--- src/hw/rtl/line_convex_planes_hit_test_top_macros.svh ---
// ----------------------------------------------------------------------------
// Assertion macros for the line convex planes hit test block
// Concurrent assertion helpers that compile away when ASSERT_OFF is defined.
// ----------------------------------------------------------------------------
`ifndef LINE_CONVEX_PLANES_HIT_TEST_TOP_MACROS_SVH
`define LINE_CONVEX_PLANES_HIT_TEST_TOP_MACROS_SVH
`ifndef ASSERT_OFF
`define ASSERT_NEXT(lbl, clk, rst_n, ante, cons, msg) \
  lbl: assert property (@(posedge clk) disable iff (!rst_n) (ante) |=> (cons)) \
    else $error(msg);
`define ASSERT_SAME(lbl, clk, rst_n, ante, cons, msg) \
  lbl: assert property (@(posedge clk) disable iff (!rst_n) (ante) |-> (cons)) \
    else $error(msg);
`else
`define ASSERT_NEXT(lbl, clk, rst_n, ante, cons, msg)
`define ASSERT_SAME(lbl, clk, rst_n, ante, cons, msg)
`endif
`endif

--- src/hw/rtl/lcph_ram.sv ---
// ----------------------------------------------------------------------------
// Generic RAM
// One write port and one read port with registered read data.
// ----------------------------------------------------------------------------
`default_nettype none
module lcph_ram #(
  parameter int WIDTH = 8,
  parameter int DEPTH = 16
) (
  input  wire logic                                    clk,
  input  wire logic                                    we,
  input  wire logic [(DEPTH > 1 ? $clog2(DEPTH) : 1)-1:0] waddr,
  input  wire logic [WIDTH-1:0]                        wdata,
  input  wire logic [(DEPTH > 1 ? $clog2(DEPTH) : 1)-1:0] raddr,
  output logic      [WIDTH-1:0]                        rdata
);
  logic [WIDTH-1:0] mem [DEPTH];

  always_ff @(posedge clk) begin
    if (we) begin
      mem[waddr] <= wdata;
    end
    rdata <= mem[raddr];
  end
endmodule
`default_nettype wire

--- config.mk ---
export PLATFORM = sky130hd
export DESIGN_NAME = lcph_ram
export DESIGN_NICKNAME = d
export VERILOG_FILES = /design/src/hw/rtl/line_convex_planes_hit_test_top_macros.svh /design/src/hw/rtl/lcph_ram.sv
export SDC_FILE = /design/constraint.sdc
export NUM_CORES = 1
export LEC_CHECK = 0
export ABC_AREA = 0
export BUFFER_PORTS_ARGS = -buffer_cell sky130_fd_sc_hd__buf_2
export CAP_MARGIN = 15
export CORE_ASPECT_RATIO = 0.75
export CORE_UTILIZATION = 35
export CTS_CLUSTER_DIAMETER = 200
export DETAILED_ROUTE_END_ITERATION = 7
export SLEW_MARGIN = 20
export SYNTH_ARGS = -nofsm -noshare
export SYNTH_HDL_FRONTEND = slang
export SYNTH_SLANG_ARGS = --single-unit
--- constraint.sdc ---
create_clock -name clk -period 2.7 [get_ports clk]
set_input_delay 0.27 -clock clk [delete_from_list [all_inputs] [get_ports clk]]
set_output_delay 0.27 -clock clk [all_outputs]
set_load 0.005 [all_outputs]
==> results.cfg <==
[synthesis]
yosysSeqAreaShare = 0.778
post-synth-top-area-fraction = 0.747
synthAdderAreaFrac = 0
ys_types = 19
ys.flop_type = edfxtp_1
ys_ff_latch = 136
synth_cells = 229
synth_top_area_cell = edfxtp_1
synth_common_cells = edfxtp_1, mux4_2, a22oi_1
netlist_top_cells_area = edfxtp_1, mux4_2, mux4_1, dfxtp_1, a22oi_1
synth_xor_area_frac = 0
synth_edf_count = 128
netlist_area_sq_um = 5150
synth_warnings = 0
yosys.area_share.simple = 0.0318
muxShareOfSynthArea = 0.150
synth.avg_cell_area_sq_um = 22.5
async_flop_share = 0
synth_nets = 247
synth_top_family_by_area = multiplexers
synth_compound_area_frac = 0.0233
synth.most_common_cell = edfxtp_1

[setup_path]
critPathLaunchType = input pin
critPathArrivalTime_ns = 1.69
worstPathMaxFanout = 19
path_class = input pin to flip-flop
crit_required_ns = 2.99
end_kind = flip-flop

[sta]
report.final.slew_viol_count = 0
tns_ns = 0
skew_ns = 0.00614
fin_crit_sh = 0.517
max_freq_mhz = 716
fin_crit_ns = 1.40
setup_viol = 0
worstMarginPinSlew_ns = 0.899
slew-limit-headroom = 0.399
hold_viol = 0
rsz0062_at_grt = false

[global_routing]
antenna_found_initial = 0
grt_max_degree = 20
grt_pass1_vias = 2514
grt_pass1_wl_um = 15100
gr-usage-all-layers = 0.146
grt_overflow = 0

[final_layout]
syn_to_final_growth_pct = 18.5
finalNonFillerCells = 487
antenna_cells = 0
nets = 298
final_layout_size_suffix_gt1_frac = 0.284
fin_area_sq_um = 6100
nFillCells = 1201

[power]
power-per-cell-area_nw_per_um2 = 778
cellLeakagePower_nw = 2.05
ir_worst_vdd_mv = 0.410

[place]
portBuffers = 25
dp_cells = 456
gp_congestion = 0.744
dp_hpwl_um = 6760
placed_area_sq_um = 5560

[drt]
routed_via_density = 5.05
drc = 0
ant_nets = 0
dr_total_vias = 2457
wire_per_inst_um = 21.1
firstDrtPassIters = 4
routed_wl_um = 10300
first_iter_violations = 134

[floorplanning]
die_y_um = 107
die_w_um = 142
dieArea_sq_um = 15200
ios = 26
start_util = 0.367
num_rows = 37
core_sq_um = 14000

[hold_path]
worstHoldPathType = input pin to flip-flop

[flow_run]
max_cap_viol_count = 0

[clocking]
path_clk_slew_ns = 0.05
cts-buffers-inserted = 17
hold_buffers = 0
clock-sinks = 136
cts_root_buffer = clkbuf_16
cts_setup_buffers = 0
ctsResizeCount = 0
insertion_delay_ns = 0.41
cts_buffer_depth = 2
cts_tree = done
htreeDepth = 4

[status]
status = finished, final reports clean
## routing by layer
layer / global-route usage / wire (um) / vias to the layer above
met4: 0.0691 / 170 / 0
met3: 0.0375 / 537 / 14
met2: 0.217 / 4610 / 68
met5: 0 / 0 / -
met1: 0.201 / 4950 / 1299
li1: - / - / 1076
## area by class of cell
cell class / instances / area (sq um) / area share
Clock inverter: 6 / 77.6 / 0.0127
Timing Repair Buffer: 42 / 253 / 0.0414
Sequential cell: 136 / 4000 / 0.656
Tap cell: 195 / 244 / 0.0400
Multi-Input combinational cell: 83 / 1060 / 0.173
Clock buffer: 25 / 465 / 0.0763
## per-stage QoR
stage | power (mW) | util | hold WS (ns) | setup slack, ns
finish | 4.75 | 0.435 | 0.244 | 1.30
global route | 4.88 | 0.435 | 0.256 | 1.22
CTS | 4.78 | 0.435 | 0.243 | 1.30
detailed placement | 2.64 | 0.396 | 0.645 | 0.874
global placement | 2.63 | 0.396 | 0.652 | 0.889
floorplan | 2.54 | - | 0.369 | 0.937
## cells by family after synthesis
group                  after synthesis
multiplexers                        32
AND/OR/NAND/NOR                     35
buffers and inverters               10
flip-flops                         136
AO/OA/AOI/OAI                       16
## path summary, 6_finish.rpt
| check | slack [ns] | startpoint | endpoint | cells past startpoint |
|---|---|---|---|---|
| setup / recovery | 1.30 | raddr[0] | rdata[0] | 5 |
| hold / removal | 0.24 | wdata[1] | mem[10][1] | 1 |
| setup reg to reg | 1.34 | mem[2][0] | rdata[0] | 3 |
| hold reg to reg | 0.68 | mem[6][7] | rdata[7] | 3 |
## where the power goes
group	switching (mW)	internal, mW
Clock	0.789	1.37
Sequential	0.0170	2.36
Combinational	0.122	0.0907
## registers in the layout, summed over array words and instances (netlist names)
name and cells:
rdata 8, mem 128
## critical path, stage by stage
cell and delay (ns):
buf_2 0.09, buf_4 0.35, mux4_1 0.61, a22oi_1 0.27, nand2_1 0.09
## layout by cell type (no fill, tap or decap), types with 4 or more instances in the layout
master     Yosys  final
a22oi_1       16     16
buf_2          3     25
buf_4          1     17
clkbuf_1       0      7
clkbuf_16      0     17
dfxtp_1        8      8
edfxtp_1     128    128
mux4_1        14     14
mux4_2        18     18
nand2_1        9      9
nor2_1        13     13
nor3_1         4      4
(Power assumes the default switching activity.)
