## src/hw/rtl/line_convex_planes_hit_test_top_macros.svh

```systemverilog
// ----------------------------------------------------------------------------
// Assertion macros for the line convex planes hit test block
// Concurrent assertion helpers that compile away when ASSERT_OFF is defined.
// ----------------------------------------------------------------------------
`ifndef LINE_CONVEX_PLANES_HIT_TEST_TOP_MACROS_SVH
`define LINE_CONVEX_PLANES_HIT_TEST_TOP_MACROS_SVH
`ifndef ASSERT_OFF
`define ASSERT_NEXT(lbl, clk, rst_n, ante, cons, msg) \
  lbl: assert property (@(posedge clk) disable iff (!rst_n) (ante) |=> (cons)) \
    else $error(msg);
`define ASSERT_SAME(lbl, clk, rst_n, ante, cons, msg) \
  lbl: assert property (@(posedge clk) disable iff (!rst_n) (ante) |-> (cons)) \
    else $error(msg);
`else
`define ASSERT_NEXT(lbl, clk, rst_n, ante, cons, msg)
`define ASSERT_SAME(lbl, clk, rst_n, ante, cons, msg)
`endif
`endif

```

## src/hw/rtl/lcph_pkg.sv

```systemverilog
// ----------------------------------------------------------------------------
// Line convex planes hit test package
// Shared widths, codes and controller to datapath signal groups.
// ----------------------------------------------------------------------------
`default_nettype none
package lcph_pkg;
  localparam int ACC_W     = 67;
  localparam int DIVD_W    = ACC_W + 16;
  localparam int DIV_STEPS = DIVD_W;
  localparam int DCW       = 7;
  localparam int PLANE_W   = 128;
  localparam int MAC_LAST  = 6;

  localparam logic OP_LOAD  = 1'b0;
  localparam logic OP_QUERY = 1'b1;

  localparam logic REG_PLANE_COUNT = 1'b0;

  typedef struct packed {
    logic       init;
    logic       mac_en;
    logic [2:0] mac_step;
    logic       div_load;
    logic       div_step;
    logic       update;
    logic       set_miss;
  } cmd_t;

  typedef struct packed {
    logic vd_zero;
    logic vn_neg;
  } sts_t;
endpackage
`default_nettype wire

```

## src/hw/rtl/lcph_dp.sv

```systemverilog
// ----------------------------------------------------------------------------
// Line convex planes hit test datapath
// Shared multiplier, dot product accumulators, restoring divider and bounds.
// ----------------------------------------------------------------------------
`default_nettype none
module lcph_dp (
  input  wire logic                         clk,
  input  wire logic                         rst_n,
  input  wire lcph_pkg::cmd_t               cmd,
  input  wire logic [lcph_pkg::PLANE_W-1:0] plane,
  input  wire logic signed [31:0]           origin_x,
  input  wire logic signed [31:0]           origin_y,
  input  wire logic signed [31:0]           origin_z,
  input  wire logic signed [31:0]           dir_x,
  input  wire logic signed [31:0]           dir_y,
  input  wire logic signed [31:0]           dir_z,
  output lcph_pkg::sts_t                    sts,
  output logic                              hit
);
  localparam int AW = lcph_pkg::ACC_W;
  localparam int DW = lcph_pkg::DIVD_W;

  logic signed [31:0] ox_r, oy_r, oz_r, vx_r, vy_r, vz_r;
  logic signed [31:0] nx, ny, nz, pd, ma, mb;
  logic signed [63:0] prod_r;
  logic signed [AW-1:0] vd_r, vn_r, vn_init;
  logic [AW-1:0]      b_r, r_r;
  logic [DW-1:0]      a_r;
  logic [31:0]        q_r, lim, qs, t;
  logic               ovf_r, neg_r, vdneg_r, miss_r;
  logic signed [31:0] near_r, far_r;
  logic [AW:0]        r_sh;
  logic               ge;

  assign nx = plane[31:0];
  assign ny = plane[63:32];
  assign nz = plane[95:64];
  assign pd = plane[127:96];
  assign vn_init = -AW'(signed'({pd, 16'b0}));

  always_comb begin
    unique case (cmd.mac_step)
      3'd0: begin ma = nx; mb = vx_r; end
      3'd1: begin ma = ny; mb = vy_r; end
      3'd2: begin ma = nz; mb = vz_r; end
      3'd3: begin ma = nx; mb = ox_r; end
      3'd4: begin ma = ny; mb = oy_r; end
      3'd5: begin ma = nz; mb = oz_r; end
      default: begin ma = '0; mb = '0; end
    endcase
  end

  assign sts.vd_zero = vd_r == '0;
  assign sts.vn_neg  = vn_r[AW-1];

  assign r_sh = {r_r, a_r[DW-1]};
  assign ge   = r_sh >= {1'b0, b_r};
  assign lim  = neg_r ? 32'h8000_0000 : 32'h7fff_ffff;
  assign qs   = (ovf_r || q_r > lim) ? lim : q_r;
  assign t    = neg_r ? (~qs + 32'd1) : qs;
  assign hit  = !miss_r && (near_r < far_r);

  always_ff @(posedge clk) begin
    if (cmd.init) begin
      ox_r <= origin_x; oy_r <= origin_y; oz_r <= origin_z;
      vx_r <= dir_x;    vy_r <= dir_y;    vz_r <= dir_z;
    end
    if (cmd.mac_en) begin
      prod_r <= 64'(ma) * 64'(mb);
      if (cmd.mac_step == 3'd0) begin
        vd_r <= '0;
        vn_r <= vn_init;
      end else if (cmd.mac_step < 3'd4) begin
        vd_r <= vd_r + AW'(prod_r);
      end else begin
        vn_r <= vn_r + AW'(prod_r);
      end
    end
    if (cmd.div_load) begin
      neg_r   <= vn_r[AW-1] ^ vd_r[AW-1];
      vdneg_r <= vd_r[AW-1];
      b_r     <= vd_r[AW-1] ? AW'(-vd_r) : AW'(vd_r);
      a_r     <= {(vn_r[AW-1] ? AW'(-vn_r) : AW'(vn_r)), 16'b0};
      r_r     <= '0;
      q_r     <= '0;
      ovf_r   <= 1'b0;
    end else if (cmd.div_step) begin
      r_r   <= ge ? AW'(r_sh - {1'b0, b_r}) : r_sh[AW-1:0];
      a_r   <= {a_r[DW-2:0], 1'b0};
      ovf_r <= ovf_r | q_r[31];
      q_r   <= {q_r[30:0], ge};
    end
  end

  always_ff @(posedge clk) begin
    if (!rst_n) begin
      near_r <= 32'sh8000_0000;
      far_r  <= 32'sh7fff_ffff;
      miss_r <= 1'b0;
    end else if (cmd.init) begin
      near_r <= 32'sh8000_0000;
      far_r  <= 32'sh7fff_ffff;
      miss_r <= 1'b0;
    end else begin
      if (cmd.set_miss) begin
        miss_r <= 1'b1;
      end
      if (cmd.update) begin
        if (vdneg_r) begin
          if (signed'(t) > near_r) begin
            near_r <= signed'(t);
          end
        end else if (signed'(t) < far_r) begin
          far_r <= signed'(t);
        end
      end
    end
  end
endmodule
`default_nettype wire
```

## config.mk

```make
export PLATFORM = sky130hd
export DESIGN_NAME = lcph_dp
export DESIGN_NICKNAME = d
export VERILOG_FILES = /design/src/hw/rtl/line_convex_planes_hit_test_top_macros.svh /design/src/hw/rtl/lcph_pkg.sv /design/src/hw/rtl/lcph_dp.sv
export SDC_FILE = /design/constraint.sdc
export NUM_CORES = 2
export LEC_CHECK = 0
export BUFFER_PORTS_ARGS = -buffer_cell sky130_fd_sc_hd__buf_2
export CAP_MARGIN = 15
export CORE_MARGIN = 8
export CORE_UTILIZATION = 35
export CTS_BUF_LIST = sky130_fd_sc_hd__clkbuf_2 sky130_fd_sc_hd__clkbuf_4 sky130_fd_sc_hd__clkbuf_8
export DETAILED_ROUTE_END_ITERATION = 8
export HOLD_SLACK_MARGIN = 0.08
export PLACE_DENSITY = 0.5
export SLEW_MARGIN = 5
export SYNTH_ARGS = -nofsm -noshare
export SYNTH_HDL_FRONTEND = slang
export SYNTH_SLANG_ARGS = --single-unit
export TNS_END_PERCENT = 100
```

## constraint.sdc

```tcl
create_clock -name clk -period 16.61 [get_ports clk]
set_input_delay 4.983 -clock clk [delete_from_list [all_inputs] [get_ports clk]]
set_output_delay 4.983 -clock clk [all_outputs]
set_load 0.01 [all_outputs]
```

==> results.py <==
metrics = {
    "setup_path": {
        "critPathSlowestCell": "o22a_1",
        "critical_path_required_ns": 17.20,
        "worstPathMaxFanout": 23,
        "critical_path.max_stage_delay_ns": 1.08,
        "critPathArrivalTime_ns": 15.55,
        "cp-end-kind": "flip-flop",
        "crit_top_cell": "fa_1",
        "start_kind": "input pin",
        "timing_worst_setup_path_type": "in -> reg",
    },
    "sta": {
        "period_needed_ns": 14.95,
        "finalClockSkew_ns": 0.0633,
        "setup_viol": 0,
        "final_max_slew_viol_count": 0,
        "hold_viol": 0,
        "rsz0062_at_grt": "no",
        "relSlewSlack": 0.113,
        "post-route-period-util": 0.900,
        "max_freq_ghz": 0.0669,
        "tightestPinTransition_ns": 1.33,
        "tns_ns": 0,
    },
    "routing": {
        "route.detailed.drc": 0,
        "final_antenna_net_count": 0,
        "vias": 62800,
        "routed_wl_um": 265000,
        "routed_via_density": 5.28,
        "firstDrtPassIters": 5,
        "dr.first_iter.drc_count": 4510,
        "wl_per_cell_um": 22.3,
    },
    "clock_tree": {
        "clockRootBuffer": "clkbuf_8",
        "clk_pin_slew_ns": 0.06,
        "postCtsSetupBuffers": 0,
        "holdBufCountCts": 0,
        "clock_sinks": 691,
        "cts.path.max_buffers": 3,
        "insertion_delay_ns": 0.92,
        "cts_made_buffers": 139,
        "cts_resized": 0,
        "htreeDepth": 4,
        "cts_tree": "built",
    },
    "die": {
        "core-area_um2": 227000,
        "row_count": 175,
        "io_pins": 334,
        "die_h_um": 494,
        "start_util": 0.352,
        "die_w_um": 494,
        "die-area_um2": 245000,
    },
    "run": {
        "max_cap_viol_count": 0,
    },
    "min_path": {
        "hold_class": "reg -> reg",
    },
    "global_route": {
        "grt_pass1_vias": 65500,
        "grt_max_degree": 103,
        "antenna_found_initial": 33,
        "overflow": 0,
        "grtUsageTotal": 0.213,
        "grt_pass1_wl_um": 402000,
    },
    "logic_synthesis": {
        "mappedNetlistArea_um2": 80100,
        "synth_seq_cells": 691,
        "synth_cells": 8561,
        "avgSynthCellArea_um2": 9.36,
        "synth_warnings": 0,
        "synth_ff_type": "edfxtp_1",
        "synth-edff-count": 526,
        "synthesis.nets": 10500,
        "ys_seq_area_frac": 0.238,
        "synth-async-reset-ratio": 0,
        "synthDistinctLibCells": 85,
    },
    "cells_and_area": {
        "nets": 10700,
        "fillers": 22700,
        "layout.cells.most_common_list": "1,228 x inv_1, 1,085 x fa_1, 938 x nor2_1, 802 x nand2_1, 526 x edfxtp_1",
        "final_common_cell": "inv_1",
        "area_growth_pct": 10.5,
        "drive_gt1_frac": 0.0949,
    },
    "status": {
        "status": "complete, no violations",
    },
    "place": {
        "gp_routability_congestion": 0.936,
        "portBuffers": 333,
        "dp_hpwl_um": 210000,
    },
}
[area by class of cell]
type                       count  area, um2  area share
sequential                   691      19100       0.216
antenna                       19       47.5    0.000537
clock inverter                60        552     0.00623
timing repair buffer         504       2990      0.0337
multi-input combinational   6187      55200       0.623
tap                         3009       3760      0.0425
clock buffer                 185       2300      0.0260
inverter                    1229       4610      0.0521
[path summary, 6_finish.rpt]
check | end | startpoint | depth (start not counted) | slack (ns)
max | prod_r[61] | cmd[5] | 29 | 1.66
min | miss_r | miss_r | 2 | 0.47
max reg2reg | near_r[5] | neg_r | 29 | 6.83
min reg2reg | miss_r | miss_r | 2 | 0.47
[synth_stat cells, types with 28 or more instances]
library cell | count | area share
a211oi_1 | 95 | 0.0089
a21o_1 | 250 | 0.023
a21oi_1 | 463 | 0.029
a221o_1 | 50 | 0.0062
a221oi_1 | 39 | 0.0043
a22o_1 | 40 | 0.0044
a22oi_1 | 48 | 0.0045
a31oi_1 | 36 | 0.0028
and2_1 | 54 | 0.0042
and3_1 | 38 | 0.0030
buf_1 | 28 | 0.0013
clkbuf_1 | 421 | 0.020
dfxtp_1 | 165 | 0.041
edfxtp_1 | 526 | 0.20
fa_1 | 1085 | 0.27
ha_1 | 513 | 0.080
inv_1 | 1228 | 0.058
mux2i_1 | 133 | 0.017
nand2_1 | 802 | 0.038
nand2b_1 | 51 | 0.0040
nand3_1 | 74 | 0.0046
nand4_1 | 97 | 0.0076
nor2_1 | 942 | 0.044
nor2b_1 | 53 | 0.0041
nor3_1 | 63 | 0.0039
nor4_1 | 32 | 0.0025
o211ai_1 | 47 | 0.0044
o21a_1 | 44 | 0.0041
o21ai_0 | 272 | 0.017
o21bai_1 | 50 | 0.0047
o22a_1 | 31 | 0.0034
o22ai_1 | 34 | 0.0027
o31ai_1 | 63 | 0.0059
or3_1 | 47 | 0.0037
xnor2_1 | 233 | 0.025
xor2_1 | 172 | 0.019
[per-layer routing]
metal,track usage,share of wire
met5,0,0.00045
met4,0.0812,0.042
met3,0.0467,0.070
met2,0.343,0.45
met1,0.282,0.44
[registers in the layout, indices dropped and copies added, names as in the netlist, 64 cells and up]
register,count
vd_r,67
b_r,67
a_r,67
vn_r,67
r_r,67
prod_r,64
[logic make-up (layout without fill, tap and decap cells)]
group | Yosys count | count (layout) | share of synthesized area
and+or+nand+nor | 2362 | 2362 | 0.130
other | 0 | 19 | 0
muxes | 141 | 141 | 0.0177
adders and majority gates | 1598 | 1598 | 0.351
xor gates and xnor gates | 405 | 405 | 0.0443
AOI/OAI and AO/OA | 1681 | 1681 | 0.139
buffers and inverters | 1683 | 1978 | 0.0792
DFF | 691 | 691 | 0.238
[worst max-delay path, delay by kind of cell]
| family | cells | cell delay (ns) |
|---|---|---|
| simple gates | 4 | 1.47 |
| buf+inv | 3 | 0.52 |
| compound gates | 12 | 3.88 |
| fa+ha+maj | 9 | 4.50 |
| mux | 1 | 0.17 |
[metrics by stage]
stage | instances | setup slack (ns) | hold slack, ns | utilization | cell area, um2
global route | 11900 | 1.29 | 0.497 | 0.389 | 88500
CTS | 11900 | 1.82 | 0.476 | 0.389 | 88500
detailed placement | 11600 | 0.841 | 0.458 | 0.376 | 85600
global placement | 11600 | 0.791 | 0.445 | 0.376 | 85600
floorplan | 8561 | 2.25 | 0.424 | - | 80100
finish | 11900 | 1.66 | 0.469 | 0.389 | 88500
Power is not shown: default switching activity piles up to over one toggle a cycle in this logic, so the estimate is an artifact.
