`src/hw/rtl/line_convex_planes_hit_test_top_macros.svh`:
```
// ----------------------------------------------------------------------------
// Assertion macros for the line convex planes hit test block
// Concurrent assertion helpers that compile away when ASSERT_OFF is defined.
// ----------------------------------------------------------------------------
`ifndef LINE_CONVEX_PLANES_HIT_TEST_TOP_MACROS_SVH
`define LINE_CONVEX_PLANES_HIT_TEST_TOP_MACROS_SVH
`ifndef ASSERT_OFF
`define ASSERT_NEXT(lbl, clk, rst_n, ante, cons, msg) \
  lbl: assert property (@(posedge clk) disable iff (!rst_n) (ante) |=> (cons)) \
    else $error(msg);
`define ASSERT_SAME(lbl, clk, rst_n, ante, cons, msg) \
  lbl: assert property (@(posedge clk) disable iff (!rst_n) (ante) |-> (cons)) \
    else $error(msg);
`else
`define ASSERT_NEXT(lbl, clk, rst_n, ante, cons, msg)
`define ASSERT_SAME(lbl, clk, rst_n, ante, cons, msg)
`endif
`endif

```
`src/hw/rtl/lcph_pkg.sv`:
```
// ----------------------------------------------------------------------------
// Line convex planes hit test package
// Shared widths, codes and controller to datapath signal groups.
// ----------------------------------------------------------------------------
`default_nettype none
package lcph_pkg;
  localparam int ACC_W     = 67;
  localparam int DIVD_W    = ACC_W + 16;
  localparam int DIV_STEPS = DIVD_W;
  localparam int DCW       = 7;
  localparam int PLANE_W   = 128;
  localparam int MAC_LAST  = 6;

  localparam logic OP_LOAD  = 1'b0;
  localparam logic OP_QUERY = 1'b1;

  localparam logic REG_PLANE_COUNT = 1'b0;

  typedef struct packed {
    logic       init;
    logic       mac_en;
    logic [2:0] mac_step;
    logic       div_load;
    logic       div_step;
    logic       update;
    logic       set_miss;
  } cmd_t;

  typedef struct packed {
    logic vd_zero;
    logic vn_neg;
  } sts_t;
endpackage
`default_nettype wire

```
`src/hw/rtl/lcph_ctrl.sv`:
```
// ----------------------------------------------------------------------------
// Line convex planes hit test controller
// Sequences table reads, dot products, division and bound updates per plane.
// ----------------------------------------------------------------------------
`default_nettype none
module lcph_ctrl #(
  parameter int MAX_PLANES = 16
) (
  input  wire logic                  clk,
  input  wire logic                  rst_n,
  input  wire logic                  query_go,
  input  wire logic [4:0]            plane_count,
  input  wire lcph_pkg::sts_t        sts,
  output lcph_pkg::cmd_t             cmd,
  output logic [(MAX_PLANES > 1 ? $clog2(MAX_PLANES) : 1)-1:0] raddr,
  output logic                       busy,
  output logic                       done
);
  localparam int AW = MAX_PLANES > 1 ? $clog2(MAX_PLANES) : 1;
  localparam int CW = $clog2(MAX_PLANES + 1);

  localparam logic [2:0] S_IDLE  = 3'd0;
  localparam logic [2:0] S_READ  = 3'd1;
  localparam logic [2:0] S_MAC   = 3'd2;
  localparam logic [2:0] S_CHECK = 3'd3;
  localparam logic [2:0] S_DIV   = 3'd4;
  localparam logic [2:0] S_UPD   = 3'd5;
  localparam logic [2:0] S_DONE  = 3'd6;

  logic [2:0]                state_r, state_nxt;
  logic [CW-1:0]             pidx_r, pidx_nxt;
  logic [2:0]                step_r, step_nxt;
  logic [lcph_pkg::DCW-1:0]  dcnt_r, dcnt_nxt;
  logic [31:0]               cnt32, n32;
  logic                      last;

  assign cnt32 = 32'(plane_count);
  assign n32   = (cnt32 > 32'(MAX_PLANES)) ? 32'(MAX_PLANES) : cnt32;
  assign last  = (32'(pidx_r) + 32'd1) == n32;
  assign raddr = pidx_r[AW-1:0];
  assign busy  = state_r != S_IDLE;
  assign done  = state_r == S_DONE;

  always_comb begin
    state_nxt    = state_r;
    pidx_nxt     = pidx_r;
    step_nxt     = step_r;
    dcnt_nxt     = dcnt_r;
    cmd          = '0;
    cmd.mac_step = step_r;
    unique case (state_r)
      S_IDLE: begin
        if (query_go) begin
          cmd.init  = 1'b1;
          pidx_nxt  = '0;
          state_nxt = (n32 == 32'd0) ? S_DONE : S_READ;
        end
      end
      S_READ: begin
        step_nxt  = '0;
        state_nxt = S_MAC;
      end
      S_MAC: begin
        cmd.mac_en = 1'b1;
        step_nxt   = step_r + 3'd1;
        if (step_r == 3'(lcph_pkg::MAC_LAST)) begin
          state_nxt = S_CHECK;
        end
      end
      S_CHECK: begin
        if (sts.vd_zero) begin
          if (sts.vn_neg) begin
            cmd.set_miss = 1'b1;
            state_nxt    = S_DONE;
          end else if (last) begin
            state_nxt = S_DONE;
          end else begin
            pidx_nxt  = pidx_r + CW'(1);
            state_nxt = S_READ;
          end
        end else begin
          cmd.div_load = 1'b1;
          dcnt_nxt     = '0;
          state_nxt    = S_DIV;
        end
      end
      S_DIV: begin
        cmd.div_step = 1'b1;
        dcnt_nxt     = dcnt_r + lcph_pkg::DCW'(1);
        if (dcnt_r == lcph_pkg::DCW'(lcph_pkg::DIV_STEPS - 1)) begin
          state_nxt = S_UPD;
        end
      end
      S_UPD: begin
        cmd.update = 1'b1;
        if (last) begin
          state_nxt = S_DONE;
        end else begin
          pidx_nxt  = pidx_r + CW'(1);
          state_nxt = S_READ;
        end
      end
      S_DONE: begin
        state_nxt = S_IDLE;
      end
      default: begin
        state_nxt = S_IDLE;
      end
    endcase
  end

  always_ff @(posedge clk) begin
    if (!rst_n) begin
      state_r <= S_IDLE;
      pidx_r  <= '0;
      step_r  <= '0;
      dcnt_r  <= '0;
    end else begin
      state_r <= state_nxt;
      pidx_r  <= pidx_nxt;
      step_r  <= step_nxt;
      dcnt_r  <= dcnt_nxt;
    end
  end
endmodule
`default_nettype wire

```
`config.mk`:
```
export PLATFORM = sky130hd
export DESIGN_NAME = lcph_ctrl
export DESIGN_NICKNAME = d
export VERILOG_FILES = /design/src/hw/rtl/line_convex_planes_hit_test_top_macros.svh /design/src/hw/rtl/lcph_pkg.sv /design/src/hw/rtl/lcph_ctrl.sv
export SDC_FILE = /design/constraint.sdc
export NUM_CORES = 1
export LEC_CHECK = 0
export ABC_AREA = 1
export ABC_CLOCK_PERIOD_IN_PS = 2200
export BUFFER_PORTS_ARGS = -buffer_cell sky130_fd_sc_hd__buf_2
export CAP_MARGIN = 5
export CORE_MARGIN = 10
export CORE_UTILIZATION = 54
export CTS_CLUSTER_DIAMETER = 30
export DETAILED_ROUTE_END_ITERATION = 10
export GPL_ROUTABILITY_DRIVEN = 0
export GPL_TIMING_DRIVEN = 0
export MAX_ROUTING_LAYER = met4
export PLACE_DENSITY = 0.78
export REMOVE_ABC_BUFFERS = 1
export SETUP_SLACK_MARGIN = 0.2
export SYNTH_ARGS = -nofsm -noshare
export SYNTH_HDL_FRONTEND = slang
export SYNTH_SLANG_ARGS = --single-unit
```
`constraint.sdc`:
```
create_clock -name clk -period 2.2 [get_ports clk]
set_clock_uncertainty 0.2 [all_clocks]
set_input_delay 0 -clock clk [delete_from_list [all_inputs] [get_ports clk]]
set_output_delay 0 -clock clk [all_outputs]
set_load 0.01 [all_outputs]
```
==> results of run 1 <==
==> area by class of cell <==
class                      count  share of cell area, %
clock buffer                   3                   1.41
inverter                      33                   7.93
multi-input combinational    140                   53.8
sequential                    18                   23.2
tap                           28                   2.20
timing repair buffer          31                   11.5
==> registers in the layout, summed over array words and instances, names as in the netlist <==
signal   count
dcnt_r       7
pidx_r       5
state_r      3
step_r       3
==> synth_stat cells <==
cell / n
a22oi_1: 1
a21oi_4: 1
a311oi_1: 1
a21oi_1: 17
clkbuf_1: 1
nor2_1: 19
buf_4: 4
nand3_1: 14
nand3_2: 1
a221oi_1: 1
ha_1: 5
nand2_1: 43
a31oi_1: 1
o22ai_1: 1
nor3_1: 2
nor3_2: 4
inv_1: 28
or2_2: 1
inv_2: 5
o21ai_2: 1
nand4_1: 6
o21ai_1: 1
nor2_2: 3
o21ai_0: 5
o211ai_4: 1
nand2_4: 1
o31ai_1: 3
o211ai_1: 1
nor3_4: 2
dfxtp_1: 18
nand2_2: 4
==> cells in the final DEF, fill, tap and decap left out, types with 2 or more instances in the layout <==
| cell | instances |
|---|---|
| nand4_1 | 6 |
| clkbuf_4 | 3 |
| nor2_2 | 3 |
| buf_4 | 3 |
| a21oi_2 | 3 |
| nand2_1 | 40 |
| nor3_4 | 3 |
| o31ai_1 | 2 |
| o21ai_2 | 2 |
| inv_2 | 4 |
| inv_1 | 28 |
| nand2_2 | 6 |
| nand3_1 | 13 |
| dlygate4sd3_1 | 4 |
| dfxtp_2 | 2 |
| nand2_4 | 2 |
| a21oi_1 | 14 |
| ha_1 | 4 |
| dfxtp_4 | 2 |
| dfxtp_1 | 14 |
| nor3_1 | 2 |
| nor3_2 | 3 |
| o21ai_0 | 5 |
| nor2_1 | 18 |
| buf_2 | 24 |
==> layer usage <==
metal,vias up,global-route usage (%),part of all wire (%)
li1,700,-,-
met1,653,14.3,40
met2,28,25.1,54
met3,10,2.14,3.1
met4,0,5.10,2.5
met5,-,-,0
==> through the flow <==
step           area (um^2)  cells  setup slack [ns]  total power, mW
5_1_grt               1590    253            0.0836             1.85
4_1_cts               1480    249             0.197             1.58
2_1_floorplan         1270    191             0.348             1.15
6_report              1590    253             0.236             1.72
3_5_place_dp          1430    243             0.176             1.39
3_3_place_gp          1430    243             0.232             1.34
==> logic make-up after synthesis <==
logic type	Yosys count	share of synthesized area (%)
buffers and inverters	38	12.1
AO/OA/AOI/OAI	35	17.6
flip-flops	18	27.6
AND/OR/NAND/NOR	100	37.9
adder cells (fa/ha/maj)	5	4.80
==> power groups by stage <==
stage | logic (mW) | registers [mW] | clock network (mW)
floorplan | 0.640 | 0.508 | 0
global placement | 0.842 | 0.502 | 0
detailed placement | 0.875 | 0.512 | 0
CTS | 0.893 | 0.507 | 0.176
global route | 1.12 | 0.543 | 0.185
finish | 1.02 | 0.531 | 0.170
==> timing repair <==
| item | in CTS | in global routing |
|---|---|---|
| cloned | 0 | 0 |
| hold buffers | 3 | 1 |
| endpoints found under the setup margin | 6 | 10 |
| gates resized for setup | 2 | 21 |
| buffers inserted | 0 | 3 |
| pin swaps | 0 | 5 |
| endpoints found under the hold margin | 6 | 3 |
==> critical path, stage by stage, from the launching register on <==
cell and delay, ns:
dfxtp_4 0.38, ha_4 0.17, inv_1 0.05, nand2_1 0.05, nand2_2 0.07, nor2_1 0.04
nor2_1 0.09, nand3_1 0.13, nor2_4 0.22, nand2_4 0.09, nand2_2 0.09, nand2_1 0.05
nand2_1 0.07, nand2_1 0.06, a21oi_2 0.14
==> how the worst min path moves through the flow <==
| stage | start | to | cells past startpoint |
|---|---|---|---|
| global placement | rst_n | pidx_r[0]$_SDFFE_PN0P_ | 3 |
| finish | sts[1] | dcnt_r[5]$_SDFFE_PN0P_ | 5 |
| global route | sts[1] | dcnt_r[5]$_SDFFE_PN0P_ | 5 |
| detailed placement | rst_n | pidx_r[0]$_SDFFE_PN0P_ | 3 |
| CTS | rst_n | pidx_r[0]$_SDFFE_PN0P_ | 3 |
| floorplan | query_go | cmd[8] | 2 |
==> reports/results.ini, run 1 <==
[run_status]
status = finished clean

[cts]
cts.sink_count = 18
max-clock-path-buffers = 2
clockRootBuffer = clkbuf_4
clk_latency_ns = 0.29
htreeDepth = 1
cts_buffers = 3
path_clk_slew_ns = 0.10
cts_tree = yes

[drt]
drt_iter0_drc = 88
drc = 0
wl_per_cell_um = 14.1
routed_wl_um = 3580
antenna_left = 0
vias = 1391
vias_per_cell = 5.50
dr.pass1.iters = 4

[power_and_ir_drop]
swShare_pct = 50.9
pwr-share-comb_pct = 59.3
p_per_area_mw_per_mm2 = 1080
power.net_switching_mw = 0.877
power.leakage_nw = 0.685
p_int_mw = 0.845
clkPwrFrac_pct = 9.9
seqPwrFrac_pct = 30.8
vdd_ir_drop_max_mv = 0.806

[layout]
final_layout_size_suffix_gt1_share_pct = 30.7
area.growth.synth_to_final_pct = 22.3
num-fill-cells = 194
antenna_cells = 0
multi_input_area_um2 = 857
fin_util_pct = 70.7
nets = 242
ff_latch_area_um2 = 370

[critical_path]
r2r_slack_ns = 0.24
critPathMaxFanout = 5
crit_path_end = state_r[2]$_SDFFE_PN0P_
critPathLaunch = pidx_r[0]$_SDFFE_PN0P_
cp_data_arrival_time_ns = 1.99
r2r_cells = 14
cp-end-kind = flop
reg2reg_from = pidx_r[0]$_SDFFE_PN0P_
cp-start-kind = flop
timing.rr.end = state_r[2]$_SDFFE_PN0P_
cp.required_ns = 2.23
timing_worst_setup_path_type = reg2reg

[place]
numPortBuffers = 24
hpwl_um = 2590

[die]
core_mm2 = 0.00225
row_count = 17
start_util_pct = 57.8
die-area_mm2 = 0.00478
dieHeight_um = 69.1
die_w_um = 69.1
ios = 25

[global_route]
antenna_found_initial = 0
grt_pass1_vias = 1320
overflow = 0
grt_max_degree = 14
grt_pass1_wl_um = 5620
grtUsageTotal_pct = 13.7

[yosys]
syn_inst = 196
netlist_top_cells_area = dfxtp_1 (28%), nand2_1 (12%), inv_1 (8.1%)
synthDominantCellAreaShare_pct = 27.6
yosysWarnings = 0
synth-seq-area-share_pct = 27.6
syn_area_mm2 = 0.00130
yosysTopAreaCell = dfxtp_1
avgSynthCellArea_um2 = 6.65
synth_cell_types = 31
yosys_register_bits = 18

[timing]
fin_crit_sh_pct = 89.3
slew_headroom_pct = 63.3
setup_viol = 0
min_period_ns = 1.96
rsz0062_at_grt = yes
fmax_ghz = 0.509
tightest_slew_ns = 0.550
hold-worst-slack_ns = 0.00888
finalHoldViolations = 0
finalSetupTns_ns = 0
report.final.slew_viol_count = 0

[min_path]
holdCritPathClass = in2reg

[flow_run]
max-cap-violations = 0

Note: power is estimated with default switching activity, not from simulation.
==> run 2: changes to the inputs <==
CELL_PAD_IN_SITES_DETAIL_PLACEMENT = 1   (was not set)
CELL_PAD_IN_SITES_GLOBAL_PLACEMENT = 1   (was not set)
CORE_UTILIZATION = 38   (was 54)
PLACE_DENSITY = not set   (was 0.78)
PLACE_DENSITY_LB_ADDON = 0.1   (was not set)
==> reports/results.ini, run 2 (synthesized netlist as in run 1, its figures left out) <==
[power_and_ir_drop]
power.leakage_nw = 0.687  ; +0.38%
totalPowerFinal_mw = 1.67  ; -2.9%
vdd_ir_drop_max_mv = 0.397  ; -51%
p_per_area_mw_per_mm2 = 1050  ; -2.6%

[layout]
final_layout_size_suffix_gt1_share_pct = 30.5  ; -0.17 points
area.growth.synth_to_final_pct = 21.9
largest_register_ffs = 7  ; unchanged
largest_register = dcnt_r
multi_input_area_um2 = 852  ; -0.58%
num-fill-cells = 461  ; +140%
antenna_cells = 0  ; unchanged
reg.largest.list = dcnt_r: 7 flops, pidx_r: 5 flops
final_common_cell = nand2_1
nets = 240  ; -0.83%
final_area_mm2 = 0.00159  ; -0.31%
fin_util_pct = 47.6  ; -23 points
ff_latch_area_um2 = 370  ; unchanged
mostFrequentLayoutCells = nand2_1 (39), inv_1 (27), buf_2 (24)
final_cells = 269  ; +6.3%

[critical_path]
r2r_slack_ns = 0.27  ; +0.03 ns
cp.buffers_inverters = 1  ; unchanged
critPathMaxFanout = 5  ; unchanged
cp-end-kind = flop
worstPathCellList = ha_4 > inv_2 > nand2_2 > nand2_2 > nor2_2 > nor2_1 > nand3_1 > nor2_4 > nand2_4 > nand2_4 > nand2_1 > nand2_1 > nand2_1 > a21oi_2
slowest_delay_ns = 0.38  ; about the same
cpMaxStageDelayCell = dfxtp_4
timing_worst_setup_path_type = reg2reg
cp-start-kind = flop
cp.required_ns = 2.22  ; about the same
cp_top_family = simple AND/OR/NAND/NOR gates
cp_data_arrival_time_ns = 1.95  ; -0.04 ns
reg2reg_from = pidx_r[1]$_SDFFE_PN0P_
critPathLaunch = pidx_r[1]$_SDFFE_PN0P_
cp_common_cell = nand2_1

[drt]
dr.pass1.iters = 4  ; unchanged
drc = 0  ; unchanged
wl_per_cell_um = 14.6  ; +3.4%
drt_iter0_drc = 25  ; -72%
vias = 1366  ; -1.8%
antenna_left = 0  ; unchanged
routed_wl_um = 3930  ; +10%
vias_per_cell = 5.08  ; -7.6%

[cts]
htreeDepth = 1  ; unchanged
cts.sink_count = 18  ; unchanged
cts_buffers = 3  ; unchanged
cts_tree = yes
max-clock-path-buffers = 2  ; unchanged
path_clk_slew_ns = 0.10  ; about the same
clk_latency_ns = 0.29  ; about the same
clockRootBuffer = clkbuf_4

[global_route]
grt_pass1_wl_um = 6560  ; +17%
grtUsageTotal_pct = 13.0  ; -0.71 points
grt_max_degree = 14  ; unchanged
antenna_found_initial = 0  ; unchanged
overflow = 0  ; unchanged
grt_pass1_vias = 1429  ; +8.3%

[place]
hpwl_um = 3110  ; +20%
dp_slack_ns = 0.0956  ; -0.0804 ns
placed_area_mm2 = 0.00145  ; +1.6%
numPlacedInstances = 261  ; +7.4%
numPortBuffers = 24  ; unchanged

[timing]
setup_viol = 0  ; unchanged
fin_crit_sh_pct = 87.8  ; -1.5 points
fmax_ghz = 0.518  ; +1.7%
rsz0062_at_grt = yes
finalSetupTns_ns = 0  ; unchanged
slew_headroom_pct = 63.9  ; +0.58 points
finalHoldViolations = 0  ; unchanged
tightest_slew_ns = 0.541  ; -0.00863 ns
min_period_ns = 1.93  ; -0.0328 ns
report.final.slew_viol_count = 0  ; unchanged
setup_slack_ns = 0.269  ; +0.0328 ns
hold-worst-slack_ns = 0.0215  ; +0.0126 ns

[die]
core_mm2 = 0.00334  ; +48%
dieHeight_um = 78.6  ; +14%
row_count = 21  ; +4
start_util_pct = 39.1  ; -19 points
die-area_mm2 = 0.00617  ; +29%
ios = 25  ; unchanged
die_w_um = 78.6  ; +14%

[run_status]
status = finished clean

[min_path]
min_from = sts[1]
holdCritPathClass = in2reg

[flow_run]
max-cap-violations = 0  ; unchanged

run 2: worst reg2reg max path, delay by kind of cell, from the launching register on:
kind | cells | cell delay (ns)
AND/OR/NAND/NOR | 11 | 0.92
adder cells (fa/ha/maj) | 1 | 0.17
flip-flops | 1 | 0.38
buffers and inverters | 1 | 0.05
AO/OA/AOI/OAI | 1 | 0.14
run 2: area by class of cell:
class	count	area share (%)
Tap cell	46	3.62
Inverter	33	7.80
Multi-Input combinational cell	140	53.6
Sequential cell	18	23.3
Clock buffer	3	1.42
Timing Repair Buffer	29	10.2
run 2: path summary, 6_finish.rpt:
check             cells past startpoint                 endpoint
hold reg to reg                       2   dcnt_r[5]$_SDFFE_PN0P_
setup / recovery                     14  state_r[2]$_SDFFE_PN0P_
hold / removal                        5   dcnt_r[5]$_SDFFE_PN0P_
setup reg to reg                     14  state_r[2]$_SDFFE_PN0P_
run 2: repair_timing:
action	in CTS	in global routing
endpoints found under the setup margin	8	8
pin swaps	0	10
hold buffers	2	0
setup buffers	0	3
gates resized for setup	4	18
hold endpoints to repair	6	0
run 2: metal layers:
metal | part of all wire [%] | global-route usage [%] | wire length (um) | vias to the layer above
met4 | 0.53 | 3.76 | 21 | 0
met3 | 3.2 | 2.16 | 126 | 2
li1 | - | - | - | 697
met2 | 53 | 23.5 | 2070 | 15
met1 | 44 | 14.2 | 1710 | 652
met5 | 0 | - | 0 | -
run 2: report_power, final:
part / switching [mW] / total, mW / internal (mW) / leakage, nW
Combinational: 0.639 / 0.989 / 0.350 / 0.525
Clock: 0.0966 / 0.160 / 0.0636 / 0.0138
Sequential: 0.112 / 0.522 / 0.410 / 0.149
==> run 3: changes to the inputs <==
ABC_CLOCK_PERIOD_IN_PS = 1800   (was 2200)
clock period = 1.8 ns   (was 2.2 ns; I/O delays follow)
==> reports/results.ini, run 3 (synthesized netlist as in run 1, its figures left out) <==
[run_status]
status = complete, but fails checks
violations = setup timing

[global_route]
grt_pass1_vias = 1504  ; +5.2%
overflow = 0  ; unchanged
antenna_found_initial = 0  ; unchanged
grt_pass1_wl_um = 7040  ; +7.5%
grt_max_degree = 14  ; unchanged
grtUsageTotal_pct = 14.1  ; +1.0 points

[min_path]
min_path_cells = 3  ; -2
holdCritPathClass = in2reg
min_from = rst_n

[power_and_ir_drop]
p_per_area_mw_per_mm2 = 1320  ; +25%
totalPowerFinal_mw = 2.23  ; +33%
swShare_pct = 50.3  ; -0.40 points
power.net_switching_mw = 1.12  ; +32%
vdd_ir_drop_max_mv = 0.504  ; +27%
pwr-share-comb_pct = 61.9  ; +2.7 points
power.leakage_nw = 0.726  ; +5.6%
clkPwrFrac_pct = 8.9  ; -0.7 points
p_int_mw = 1.11  ; +35%
seqPwrFrac_pct = 29.2  ; -2.0 points

[layout]
nets = 246  ; +2.5%
area.growth.synth_to_final_pct = 29.8
fin_util_pct = 50.7  ; +3.1 points
final_layout_size_suffix_gt1_share_pct = 39.7  ; +9.2 points
mostFrequentLayoutCells = nand2_1 (33), inv_1 (24), buf_2 (24)
num-fill-cells = 451  ; -2.2%
final_common_cell = nand2_1
reg.largest.list = dcnt_r: 7 flops, pidx_r: 5 flops
largest_register = dcnt_r
final_cells = 275  ; +2.2%
antenna_cells = 0  ; unchanged
largest_register_ffs = 7  ; unchanged

[timing]
finalHoldViolations = 0  ; unchanged
fmax_ghz = 0.518  ; +0.11%
rsz0062_at_grt = yes
slew_headroom_pct = 62.4  ; -1.5 points
report.final.slew_viol_count = 0  ; unchanged
setup_viol = 8  ; +8
fin_crit_sh_pct = 107  ; +19 points
tightest_slew_ns = 0.564  ; +0.0222 ns
setup_slack_ns = -0.129  ; -0.398 ns
min_period_ns = 1.93  ; -0.00210 ns

[die]
ios = 25  ; unchanged
row_count = 21  ; unchanged
core_mm2 = 0.00334  ; unchanged
dieHeight_um = 78.6  ; unchanged
die_w_um = 78.6  ; unchanged
die-area_mm2 = 0.00617  ; unchanged
start_util_pct = 39.1  ; unchanged

[flow_run]
max-cap-violations = 0  ; unchanged

[critical_path]
cp_data_arrival_time_ns = 1.89  ; -0.06 ns
critPathMaxFanout = 4  ; -1
r2r_cells = 11  ; -3
reg2reg_from = pidx_r[1]$_SDFFE_PN0P_
worstPathCellList = ha_4 > inv_2 > nand2_2 > nand2_2 > nor2_2 > nor2_1 > nand3_1 > nor2_4 > nand3_4 > a21oi_1 > nor3_2
timing_worst_setup_path_type = reg2reg
cp.depth = 11  ; -3
cp-end-kind = flop
cp.required_ns = 1.76  ; -0.46 ns
cpMaxStageDelayCell = dfxtp_4
cp_top_family = simple AND/OR/NAND/NOR gates
cp-start-kind = flop
critPathLaunch = pidx_r[1]$_SDFFE_PN0P_
cp_common_cell = nand2_2
cp.buffers_inverters = 1  ; unchanged
slowest_delay_ns = 0.37  ; about the same

[cts]
path_clk_slew_ns = 0.10  ; about the same
cts_tree = yes
cts_buffers = 3  ; unchanged
clk_latency_ns = 0.29  ; about the same
cts.sink_count = 18  ; unchanged
max-clock-path-buffers = 2  ; unchanged
clockRootBuffer = clkbuf_4
htreeDepth = 1  ; unchanged

[drt]
routed_wl_um = 4180  ; +6.4%
vias_per_cell = 5.19  ; +2.2%
dr.pass1.iters = 4  ; unchanged
wl_per_cell_um = 15.2  ; +4.0%
drt_iter0_drc = 86  ; +240%
antenna_left = 0  ; unchanged
drc = 0  ; unchanged
vias = 1427  ; +4.5%

[place]
numPortBuffers = 24  ; unchanged
hpwl_um = 3110  ; unchanged
numPlacedInstances = 261  ; unchanged

==> run 3: cell count changes in the layout (fill, tap and decap cells not counted), sizes merged <==
cell	change
dlygate4sd3	+1
buf	+5
==> run 3: final cells by class <==
| cell class | count | area (um^2) | share of cell area, % |
|---|---|---|---|
| clock buffers | 3 | 22.5 | 1.33 |
| inverters | 33 | 126 | 7.46 |
| multi-input cells | 140 | 903 | 53.4 |
| flip-flops and latches | 18 | 373 | 22.0 |
| well taps | 46 | 57.6 | 3.40 |
| repair buffers | 35 | 210 | 12.4 |
==> run 3: metal layers <==
metal | track usage [%] | vias to the layer above | routed length (um)
met5 | - | - | 0
met4 | 5.02 | 0 | 49
met3 | 2.28 | 4 | 167
met2 | 25.2 | 25 | 2190
met1 | 15.3 | 686 | 1780
li1 | - | 712 | -
==> run 3: what timing repair did <==
item                                   in CTS  in global routing
pin swaps                                  11                 12
setup buffers                               7                  1
endpoints found under the hold margin       6                  0
hold buffers                                3                  0
resized for setup                          26                 17
setup endpoints to repair                  17                 19
==> run 3: worst paths after layout <==
check                            to  slack, ns
max          pidx_r[2]$_SDFFE_PN0P_      -0.13
min          dcnt_r[1]$_SDFFE_PN0P_       0.07
max reg2reg  pidx_r[2]$_SDFFE_PN0P_      -0.13
min reg2reg  dcnt_r[5]$_SDFFE_PN0P_       0.28
==> run 3: power groups by stage <==
stage	clock, mW	sequential [mW]	combinational [mW]
3_3_place_gp	0	0.615	1.05
4_1_cts	0.208	0.639	1.29
5_1_grt	0.228	0.673	1.54
2_1_floorplan	0	0.621	0.782
3_5_place_dp	0	0.626	1.11
6_report	0.198	0.652	1.38
==> run 3: stage by stage <==
| stage | hold WS [ns] | setup TNS, ns | setup slack, ns | area (um^2) |
|---|---|---|---|---|
| after floorplan | -0.113 | -0.176 | -0.0525 | 1270 |
| after global placement | 0.0835 | -1.27 | -0.198 | 1450 |
| after detailed placement | 0.106 | -2.01 | -0.304 | 1450 |
| after CTS | 0.0618 | -0.460 | -0.121 | 1630 |
| after global routing | 0.0963 | -1.77 | -0.247 | 1690 |
| final | 0.0721 | -0.763 | -0.129 | 1690 |
==> run 3: worst reg2reg max path, delay by kind of cell, from the launching register on <==
kind	cells	cell delay [ns]
AOI/OAI and AO/OA	1	0.22
adders and majority gates	1	0.17
buffers and inverters	1	0.05
DFF	1	0.37
and+or+nand+nor	8	0.80
